File: src/bb3_pkg.sv
`timescale 1ns / 1ps
`default_nettype none

package bb3_pkg;

   // Frame limits and field widths.
   localparam int MAX_WIDTH  = 1024;
   localparam int MAX_HEIGHT = 4096;
   localparam int COL_W      = $clog2(MAX_WIDTH);
   localparam int ROW_W      = $clog2(MAX_HEIGHT + 1);
   localparam int WIDTH_W    = 11;
   localparam int HEIGHT_W   = 13;
   localparam int CSR_DATA_W = 13;
   localparam int CHAN_W     = 8;
   localparam int PIXEL_W    = 3 * CHAN_W;

   // Line store: three row slots of MAX_WIDTH pixels, addressed as {slot, column}.
   localparam int SLOT_W     = 2;
   localparam int LINE_DEPTH = 3 * MAX_WIDTH;
   localparam int ADDR_W     = $clog2(LINE_DEPTH);

   // Window sums and the rounding divider.
   localparam int SUM_W   = 12;
   localparam int COUNT_W = 4;
   localparam int NUMER_W = SUM_W + 1;
   localparam int DENOM_W = COUNT_W + 1;
   localparam int STEP_W  = $clog2(CHAN_W);

   // Register indexes of the configuration port.
   localparam logic CSR_FRAME_WIDTH  = 1'b0;
   localparam logic CSR_FRAME_HEIGHT = 1'b1;

   // Operation codes of an input transfer.
   typedef enum logic {
      OP_PIXEL = 1'b0,
      OP_DRAIN = 1'b1
   } op_type;

   typedef logic [COL_W-1:0]      col_type;
   typedef logic [ROW_W-1:0]      row_type;
   typedef logic [WIDTH_W-1:0]    width_type;
   typedef logic [HEIGHT_W-1:0]   height_type;
   typedef logic [SLOT_W-1:0]     slot_type;
   typedef logic [ADDR_W-1:0]     addr_type;
   typedef logic [CHAN_W-1:0]     chan_type;
   typedef logic [PIXEL_W-1:0]    pixel_type;
   typedef logic [SUM_W-1:0]      sum_type;
   typedef logic [COUNT_W-1:0]    count_type;
   typedef logic [NUMER_W-1:0]    numer_type;
   typedef logic [DENOM_W-1:0]    denom_type;
   typedef logic [STEP_W-1:0]     step_type;

   // Commands from the controller to the datapath.
   typedef struct packed {
      logic      mem_we;
      addr_type  mem_waddr;
      logic      mem_re;
      addr_type  mem_raddr;
      logic      acc_clr;
      logic      div_start;
      count_type div_count;
      logic      out_load;
      logic      out_last;
   } cmd_type;

   // Status from the datapath to the controller.
   typedef struct packed {
      logic div_done;
      logic out_free;
   } status_type;

endpackage

`default_nettype wire

File: src/bb3_ctrl.sv
`timescale 1ns / 1ps
`default_nettype none

// Controller: frame position, configuration, and the window scan sequence.
module bb3_ctrl (
   input  wire                  clock,
   input  wire                  reset,
   input  wire                  req_valid,
   input  wire                  req_op,
   output logic                 req_stall,
   input  wire                  csr_valid,
   output logic                 csr_ready,
   input  wire                  csr_index,
   input  wire  [12:0]          csr_wdata,
   output bb3_pkg::cmd_type     cmd,
   input  bb3_pkg::status_type  status
);

   typedef enum logic [2:0] {
      ST_IDLE,
      ST_SCAN,
      ST_FLUSH,
      ST_DIV,
      ST_DIV_WAIT,
      ST_OUT
   } state_type;

   state_type              state_ff, state_in;
   bb3_pkg::width_type     fw_ff, fw_in;
   bb3_pkg::height_type    fh_ff, fh_in;
   bb3_pkg::row_type       row_ff, row_in;
   bb3_pkg::col_type       col_ff, col_in;
   bb3_pkg::slot_type      slot_ff, slot_in;
   bb3_pkg::col_type       drain_ff, drain_in;
   bb3_pkg::slot_type      t_slot_ff, t_slot_in;
   bb3_pkg::col_type       t_col_ff, t_col_in;
   logic                   has_top_ff, has_top_in;
   logic                   has_bot_ff, has_bot_in;
   logic                   second_ff, second_in;
   logic                   last_ff, last_in;
   bb3_pkg::slot_type      cur_slot_ff, cur_slot_in;
   bb3_pkg::col_type       cur_col_ff, cur_col_in;
   logic [1:0]             row_idx_ff, row_idx_in;

   function automatic bb3_pkg::slot_type slot_inc(bb3_pkg::slot_type s);
      return (s == 2'd2) ? 2'd0 : s + 2'd1;
   endfunction

   function automatic bb3_pkg::slot_type slot_dec(bb3_pkg::slot_type s);
      return (s == 2'd0) ? 2'd2 : s - 2'd1;
   endfunction

   always_comb begin
      bb3_pkg::width_type  w;
      bb3_pkg::height_type h;
      logic                left, right, emit_a, emit_b, start_scan;
      bb3_pkg::col_type    c0, c1;
      bb3_pkg::count_type  nrows, ncols;

      // Effective frame size: zero acts as one, large values saturate.
      if (fw_ff == '0) begin
         w = bb3_pkg::width_type'(1);
      end else if (fw_ff > bb3_pkg::width_type'(bb3_pkg::MAX_WIDTH)) begin
         w = bb3_pkg::width_type'(bb3_pkg::MAX_WIDTH);
      end else begin
         w = fw_ff;
      end
      if (fh_ff == '0) begin
         h = bb3_pkg::height_type'(1);
      end else if (fh_ff > bb3_pkg::height_type'(bb3_pkg::MAX_HEIGHT)) begin
         h = bb3_pkg::height_type'(bb3_pkg::MAX_HEIGHT);
      end else begin
         h = fh_ff;
      end

      // Window bounds of the current target pixel.
      left  = t_col_ff != '0;
      right = (bb3_pkg::width_type'(t_col_ff) + bb3_pkg::width_type'(1)) < w;
      c0    = left  ? t_col_ff - bb3_pkg::col_type'(1) : t_col_ff;
      c1    = right ? t_col_ff + bb3_pkg::col_type'(1) : t_col_ff;
      nrows = bb3_pkg::count_type'(1) + bb3_pkg::count_type'(has_top_ff)
            + bb3_pkg::count_type'(has_bot_ff);
      ncols = bb3_pkg::count_type'(1) + bb3_pkg::count_type'(left)
            + bb3_pkg::count_type'(right);

      state_in    = state_ff;
      fw_in       = fw_ff;
      fh_in       = fh_ff;
      row_in      = row_ff;
      col_in      = col_ff;
      slot_in     = slot_ff;
      drain_in    = drain_ff;
      t_slot_in   = t_slot_ff;
      t_col_in    = t_col_ff;
      has_top_in  = has_top_ff;
      has_bot_in  = has_bot_ff;
      second_in   = second_ff;
      last_in     = last_ff;
      cur_slot_in = cur_slot_ff;
      cur_col_in  = cur_col_ff;
      row_idx_in  = row_idx_ff;
      emit_a      = 1'b0;
      emit_b      = 1'b0;
      start_scan  = 1'b0;
      cmd         = '0;

      unique case (state_ff)
         // Take one item: store a pixel or start a drained result.
         ST_IDLE: begin
            if (req_valid) begin
               if (req_op == bb3_pkg::OP_PIXEL) begin
                  if (row_ff < h && bb3_pkg::width_type'(col_ff) < w) begin
                     cmd.mem_we    = 1'b1;
                     cmd.mem_waddr = {slot_ff, col_ff};
                     emit_a = (row_ff != '0) && (col_ff != '0);
                     emit_b = (row_ff != '0)
                            && (bb3_pkg::width_type'(col_ff) == w - bb3_pkg::width_type'(1));
                     t_slot_in  = slot_inc(slot_inc(slot_ff));
                     t_col_in   = emit_a ? col_ff - bb3_pkg::col_type'(1) : col_ff;
                     has_top_in = row_ff > bb3_pkg::row_type'(1);
                     has_bot_in = 1'b1;
                     second_in  = emit_a && emit_b;
                     last_in    = 1'b0;
                     start_scan = emit_a || emit_b;
                     if ((bb3_pkg::width_type'(col_ff) + bb3_pkg::width_type'(1)) >= w) begin
                        col_in  = '0;
                        row_in  = row_ff + bb3_pkg::row_type'(1);
                        slot_in = slot_inc(slot_ff);
                     end else begin
                        col_in = col_ff + bb3_pkg::col_type'(1);
                     end
                  end
               end else if (row_ff >= h && bb3_pkg::width_type'(drain_ff) < w) begin
                  t_slot_in  = slot_inc(slot_inc(slot_ff));
                  t_col_in   = drain_ff;
                  has_top_in = h > bb3_pkg::height_type'(1);
                  has_bot_in = 1'b0;
                  second_in  = 1'b0;
                  last_in    = bb3_pkg::width_type'(drain_ff) == w - bb3_pkg::width_type'(1);
                  start_scan = 1'b1;
                  if (last_in) begin
                     row_in   = '0;
                     col_in   = '0;
                     drain_in = '0;
                     slot_in  = '0;
                  end else begin
                     drain_in = drain_ff + bb3_pkg::col_type'(1);
                  end
               end
            end
         end

         // Read the window one pixel per cycle, row by row.
         ST_SCAN: begin
            cmd.mem_re    = 1'b1;
            cmd.mem_raddr = {cur_slot_ff, cur_col_ff};
            if (cur_col_ff == c1) begin
               cur_col_in = c0;
               if (bb3_pkg::count_type'(row_idx_ff) == nrows - bb3_pkg::count_type'(1)) begin
                  state_in = ST_FLUSH;
               end else begin
                  row_idx_in  = row_idx_ff + 2'd1;
                  cur_slot_in = slot_inc(cur_slot_ff);
               end
            end else begin
               cur_col_in = cur_col_ff + bb3_pkg::col_type'(1);
            end
         end

         // Let the last read word reach the accumulators.
         ST_FLUSH: begin
            state_in = ST_DIV;
         end

         ST_DIV: begin
            cmd.div_start = 1'b1;
            cmd.div_count = bb3_pkg::count_type'(nrows * ncols);
            state_in      = ST_DIV_WAIT;
         end

         ST_DIV_WAIT: begin
            if (status.div_done) begin
               state_in = ST_OUT;
            end
         end

         // Hand the result to the output register, then the second one if any.
         ST_OUT: begin
            if (status.out_free) begin
               cmd.out_load = 1'b1;
               cmd.out_last = last_ff;
               if (second_ff) begin
                  second_in  = 1'b0;
                  t_col_in   = t_col_ff + bb3_pkg::col_type'(1);
                  start_scan = 1'b1;
               end else begin
                  state_in = ST_IDLE;
               end
            end
         end

         default: begin
            state_in = ST_IDLE;
         end
      endcase

      // Set up the scan of a new target pixel.
      if (start_scan) begin
         state_in    = ST_SCAN;
         cmd.acc_clr = 1'b1;
         row_idx_in  = 2'd0;
         cur_slot_in = has_top_in ? slot_dec(t_slot_in) : t_slot_in;
         cur_col_in  = (t_col_in != '0) ? t_col_in - bb3_pkg::col_type'(1) : t_col_in;
      end

      // A register write restarts the frame.
      if (csr_valid) begin
         unique case (csr_index)
            bb3_pkg::CSR_FRAME_WIDTH:  fw_in = csr_wdata[bb3_pkg::WIDTH_W-1:0];
            bb3_pkg::CSR_FRAME_HEIGHT: fh_in = csr_wdata[bb3_pkg::HEIGHT_W-1:0];
            default:                   fw_in = fw_ff;
         endcase
         row_in   = '0;
         col_in   = '0;
         drain_in = '0;
         slot_in  = '0;
      end
   end

   always_ff @(posedge clock) begin
      if (reset) begin
         state_ff    <= ST_IDLE;
         fw_ff       <= bb3_pkg::width_type'(640);
         fh_ff       <= bb3_pkg::height_type'(480);
         row_ff      <= '0;
         col_ff      <= '0;
         slot_ff     <= '0;
         drain_ff    <= '0;
         t_slot_ff   <= '0;
         t_col_ff    <= '0;
         has_top_ff  <= 1'b0;
         has_bot_ff  <= 1'b0;
         second_ff   <= 1'b0;
         last_ff     <= 1'b0;
         cur_slot_ff <= '0;
         cur_col_ff  <= '0;
         row_idx_ff  <= '0;
      end else begin
         state_ff    <= state_in;
         fw_ff       <= fw_in;
         fh_ff       <= fh_in;
         row_ff      <= row_in;
         col_ff      <= col_in;
         slot_ff     <= slot_in;
         drain_ff    <= drain_in;
         t_slot_ff   <= t_slot_in;
         t_col_ff    <= t_col_in;
         has_top_ff  <= has_top_in;
         has_bot_ff  <= has_bot_in;
         second_ff   <= second_in;
         last_ff     <= last_in;
         cur_slot_ff <= cur_slot_in;
         cur_col_ff  <= cur_col_in;
         row_idx_ff  <= row_idx_in;
      end
   end

   assign req_stall = state_ff != ST_IDLE;
   assign csr_ready = 1'b1;

endmodule

`default_nettype wire

File: config.mk
export PLATFORM = sky130hd
export DESIGN_NAME = bb3_ctrl
export DESIGN_NICKNAME = d
export VERILOG_FILES = /design/src/bb3_pkg.sv /design/src/bb3_ctrl.sv
export SDC_FILE = /design/constraint.sdc
export NUM_CORES = 1
export LEC_CHECK = 0
export BUFFER_PORTS_ARGS = -buffer_cell sky130_fd_sc_hd__buf_4
export CAP_MARGIN = 30
export CORE_MARGIN = 4
export CORE_UTILIZATION = 40
export DETAILED_ROUTE_END_ITERATION = 12
export GPL_TIMING_DRIVEN = 0
export PLACE_DENSITY = 0.59
export SYNTH_ARGS = -nofsm -noshare
export SYNTH_HDL_FRONTEND = slang
export SYNTH_SLANG_ARGS = --single-unit
File: constraint.sdc
create_clock -name clock -period 5 [get_ports clock]
set_input_delay 1 -clock clock [delete_from_list [all_inputs] [get_ports clock]]
set_output_delay 1 -clock clock [all_outputs]
set_load 0.05 [all_outputs]
==> flow_summary.yaml <==
status:
  outcome: "complete, no violations"
pwr:
  power.density_nw_per_um2: 215
  comb_power_share: 0.303
  p_switching_mw: 0.764
  switching_share: 0.360
  seq_power_share: 0.372
  cellInternalPower_mw: 1.36
  ir_worst_vdd_uv: 179
  total_leakage_power_nw: 4.13
  clockPowerShare: 0.325
logic_synthesis:
  synth_area_sq_um: 8470
  yosys_most_used_dff: "dfxtp_1"
  synth_cell_type_count: 94
  yosysSeqAreaShare: 0.217
  post-synth-top-area-cell: "dfxtp_1"
  yosysTopAreaCellShare: 0.217
  synth-seq-cells: 92
  yosys-top-cells-area: "dfxtp_1 (22%), ha_1 (11%), nand2_1 (6.4%)"
  synth_cells: 1130
  synthArstFlopShare: 0
  synth_fp_nets: 1224
  synth_edf_count: 0
  synth.yosys.warnings: 0
  avgSynthCellArea_sq_um: 7.50
cts:
  clk_transition_reported_paths_ns: 0.07
  tritoncts: "done"
  cts_max_path_buffers: 2
  number_of_levels_the_h_tree_was_split_into: 3
  cts_hold_repair.buffers: 0
  clkSinkCount: 92
  inserted_clock_buffers: 9
  root_driver: "clkbuf_16"
  worst_skew_pair.late_latency_ns: 0.36
drt:
  avgViaCountPerCell: 5.95
  detail_route.first_pass.iterations: 7
  vias: 8815
  avgRoutedWirePerCell_um: 20.1
  drt_iter0_markers: 992
  antenna_violating_nets_post_route: 0
  drt-total-wl_mm: 29.8
  post_route_drc_violation_count: 0
finish:
  layout.filler_cells: 2109
  mostFrequentLayoutCell: "nand2_1"
  post-route-util: 0.480
  layout-area-overhead-vs-synth_pct: 16.4
  antenna_cells_inserted: 0
  post_layout_nonfiller_instances: 1481
  final_cell_mix: "nand2_1 (143), nor2_1 (87), dfxtp_1 (86)"
  post_route_cells_drive_above_1_share: 0.158
  design.final.nets: 1300
  layout.cell_area.non_filler_sq_um: 9870
timing:
  hold_slack_ns: 0.480
  clock_skew_ns: 0.0115
  final_hold_viol_count: 0
  setup_viol_count_final: 0
  timing.max_slew.rel_slack: 0.427
  timing_max_transition_violations_final: 0
  period_minus_slack_ns: 4.87
  layout_setup_ws_ns: 0.131
  final_cycle_share: 0.974
  timing_worst_slew_pin_value_ns: 0.851
  maxClockFrequency_ghz: 0.205
floorplan:
  die_y_um: 154
  die_width_um: 154
  initial_utilization: 0.412
  num_rows: 52
  design.die.area_sq_um: 23600
  ioPinCount: 57
  core-area_sq_um: 20600
critical_path:
  arrival_ns: 3.87
  worstSetupPathType: "reg -> out"
  critPathCaptureType: "output port"
  worst_setup_path_start_kind: "flop"
  cp_data_required_time_ns: 4.00
  timing.critical_path.fanout_max: 10
hold_path:
  hold_class: "reg -> reg"
run:
  maxCapViolations: 0
grt:
  grt_start_max_net_pins: 17
  grt_use_total: 0.246
  initial_antenna_violation_count: 0
  grt_remaining_overflow: 0
  number_of_global_route_vias_before_repair: 8161
  grt_pass1_wl_mm: 46.8
placed_design:
  detail_placement_hpwl_mm: 22.9
  placed_cells_incl_taps: 1455
  port_buffers: 53
  dp_slack_ns: -1.07
  standard_cell_area_after_detailed_placement_sq_um: 9220
  gp_congestion: 0.953
[cell families (layout without fill, tap and decap cells)]
kind of cell	Yosys count	in the layout	share of synthesized area
compound gates	260	260	0.213
xor+xnor	85	85	0.0878
fa+ha+maj	73	73	0.108
buf+inv	111	192	0.0551
flops	92	92	0.217
mux	16	16	0.0192
other cells	1	1	0.000443
simple gates	492	492	0.299
[worst max-delay path: stages, from the launching register on]
cell and delay, ns:
dfxtp_4 0.40, buf_2 0.27, inv_1 0.11, ha_1 0.48, ha_1 0.29, inv_1 0.05
a31oi_1 0.06, a2111oi_4 0.46, o21ai_2 0.10, buf_6 0.16, ha_1 0.30, nor2_1 0.05
ha_1 0.19, ha_1 0.26, and3_1 0.16, buf_6 0.16
[synthesized netlist by cell type, types with 8 or more instances]
master and n:
o31ai_1 12, a21oi_1 83, nor3_1 32, ha_1 73, xnor2_1 47, mux2i_1 14, a211oi_1 8, and4_1 9
nor2b_1 11, dfxtp_1 92, a31oi_1 14, nor2_1 90, o21ai_0 30, nand4_1 19, a21o_1 11, buf_1 9
and2_1 32, xor2_1 38, o21a_1 8, and3_1 24, or4_1 9, nor4_1 20, nand3_1 47, clkbuf_1 51
inv_1 36, or3_1 8, nand2_1 145
[worst paths after layout]
path               start       endpoint  slack [ns]  depth (start not counted)
max          t_col_ff[1]         cmd[4]        0.13                         15
max reg2reg     fw_ff[7]  cur_col_ff[3]        0.29                         22
min             fh_ff[0]       fh_ff[0]        0.48                          2
min reg2reg     fh_ff[0]       fh_ff[0]        0.48                          2
[metrics by stage]
stage	setup TNS, ns	power (mW)
floorplan	0	1.22
global placement	-15.59	1.39
detailed placement	-12.09	1.39
CTS	0	2.10
global route	-0.00116	2.22
finish	0	2.12
[power by group through the flow]
stage	logic (mW)	clock network [mW]	registers, mW
floorplan	0.435	0	0.790
global placement	0.589	0	0.803
finish	0.643	0.691	0.791
CTS	0.609	0.703	0.789
global route	0.700	0.723	0.794
detailed placement	0.592	0	0.803
[final cells by class]
class                      instances  area [sq um]  area share
sequential                        92          1850       0.188
multi-input combinational        927          6350       0.644
tap                              270           338      0.0342
buffer                            62           314      0.0318
clock inverter                     6          45.0     0.00456
clock buffer                      10           239      0.0242
timing repair buffer              76           577      0.0585
inverter                          38           148      0.0150
[routing by layer]
| metal | vias to the layer above | track usage | routed length, um |
|---|---|---|---|
| met4 | 0 | 0.0589 | 471 |
| met2 | 360 | 0.347 | 12300 |
| met1 | 4142 | 0.378 | 14400 |
| met3 | 42 | 0.0534 | 2600 |
| li1 | 4271 | - | - |
| met5 | - | 0 | 0 |
[flip-flops by register name (all words and copies together) (netlist names)]
signal / cells
drain_ff: 10
second_ff: 1
row_ff: 13
t_slot_ff: 2
has_top_ff: 1
col_ff: 10
last_ff: 1
cur_slot_ff: 2
slot_ff: 2
t_col_ff: 10
fh_ff: 13
has_bot_ff: 1
fw_ff: 11
row_idx_ff: 2
state_ff: 3
cur_col_ff: 10
[timing repair]
action | in CTS | in global routing
pin swaps | 7 | 13
setup endpoints to repair | 35 | 25
buffers inserted | 8 | 13
resized for setup | 45 | 41
No activity file was read; power rests on OpenSTA's default activity.
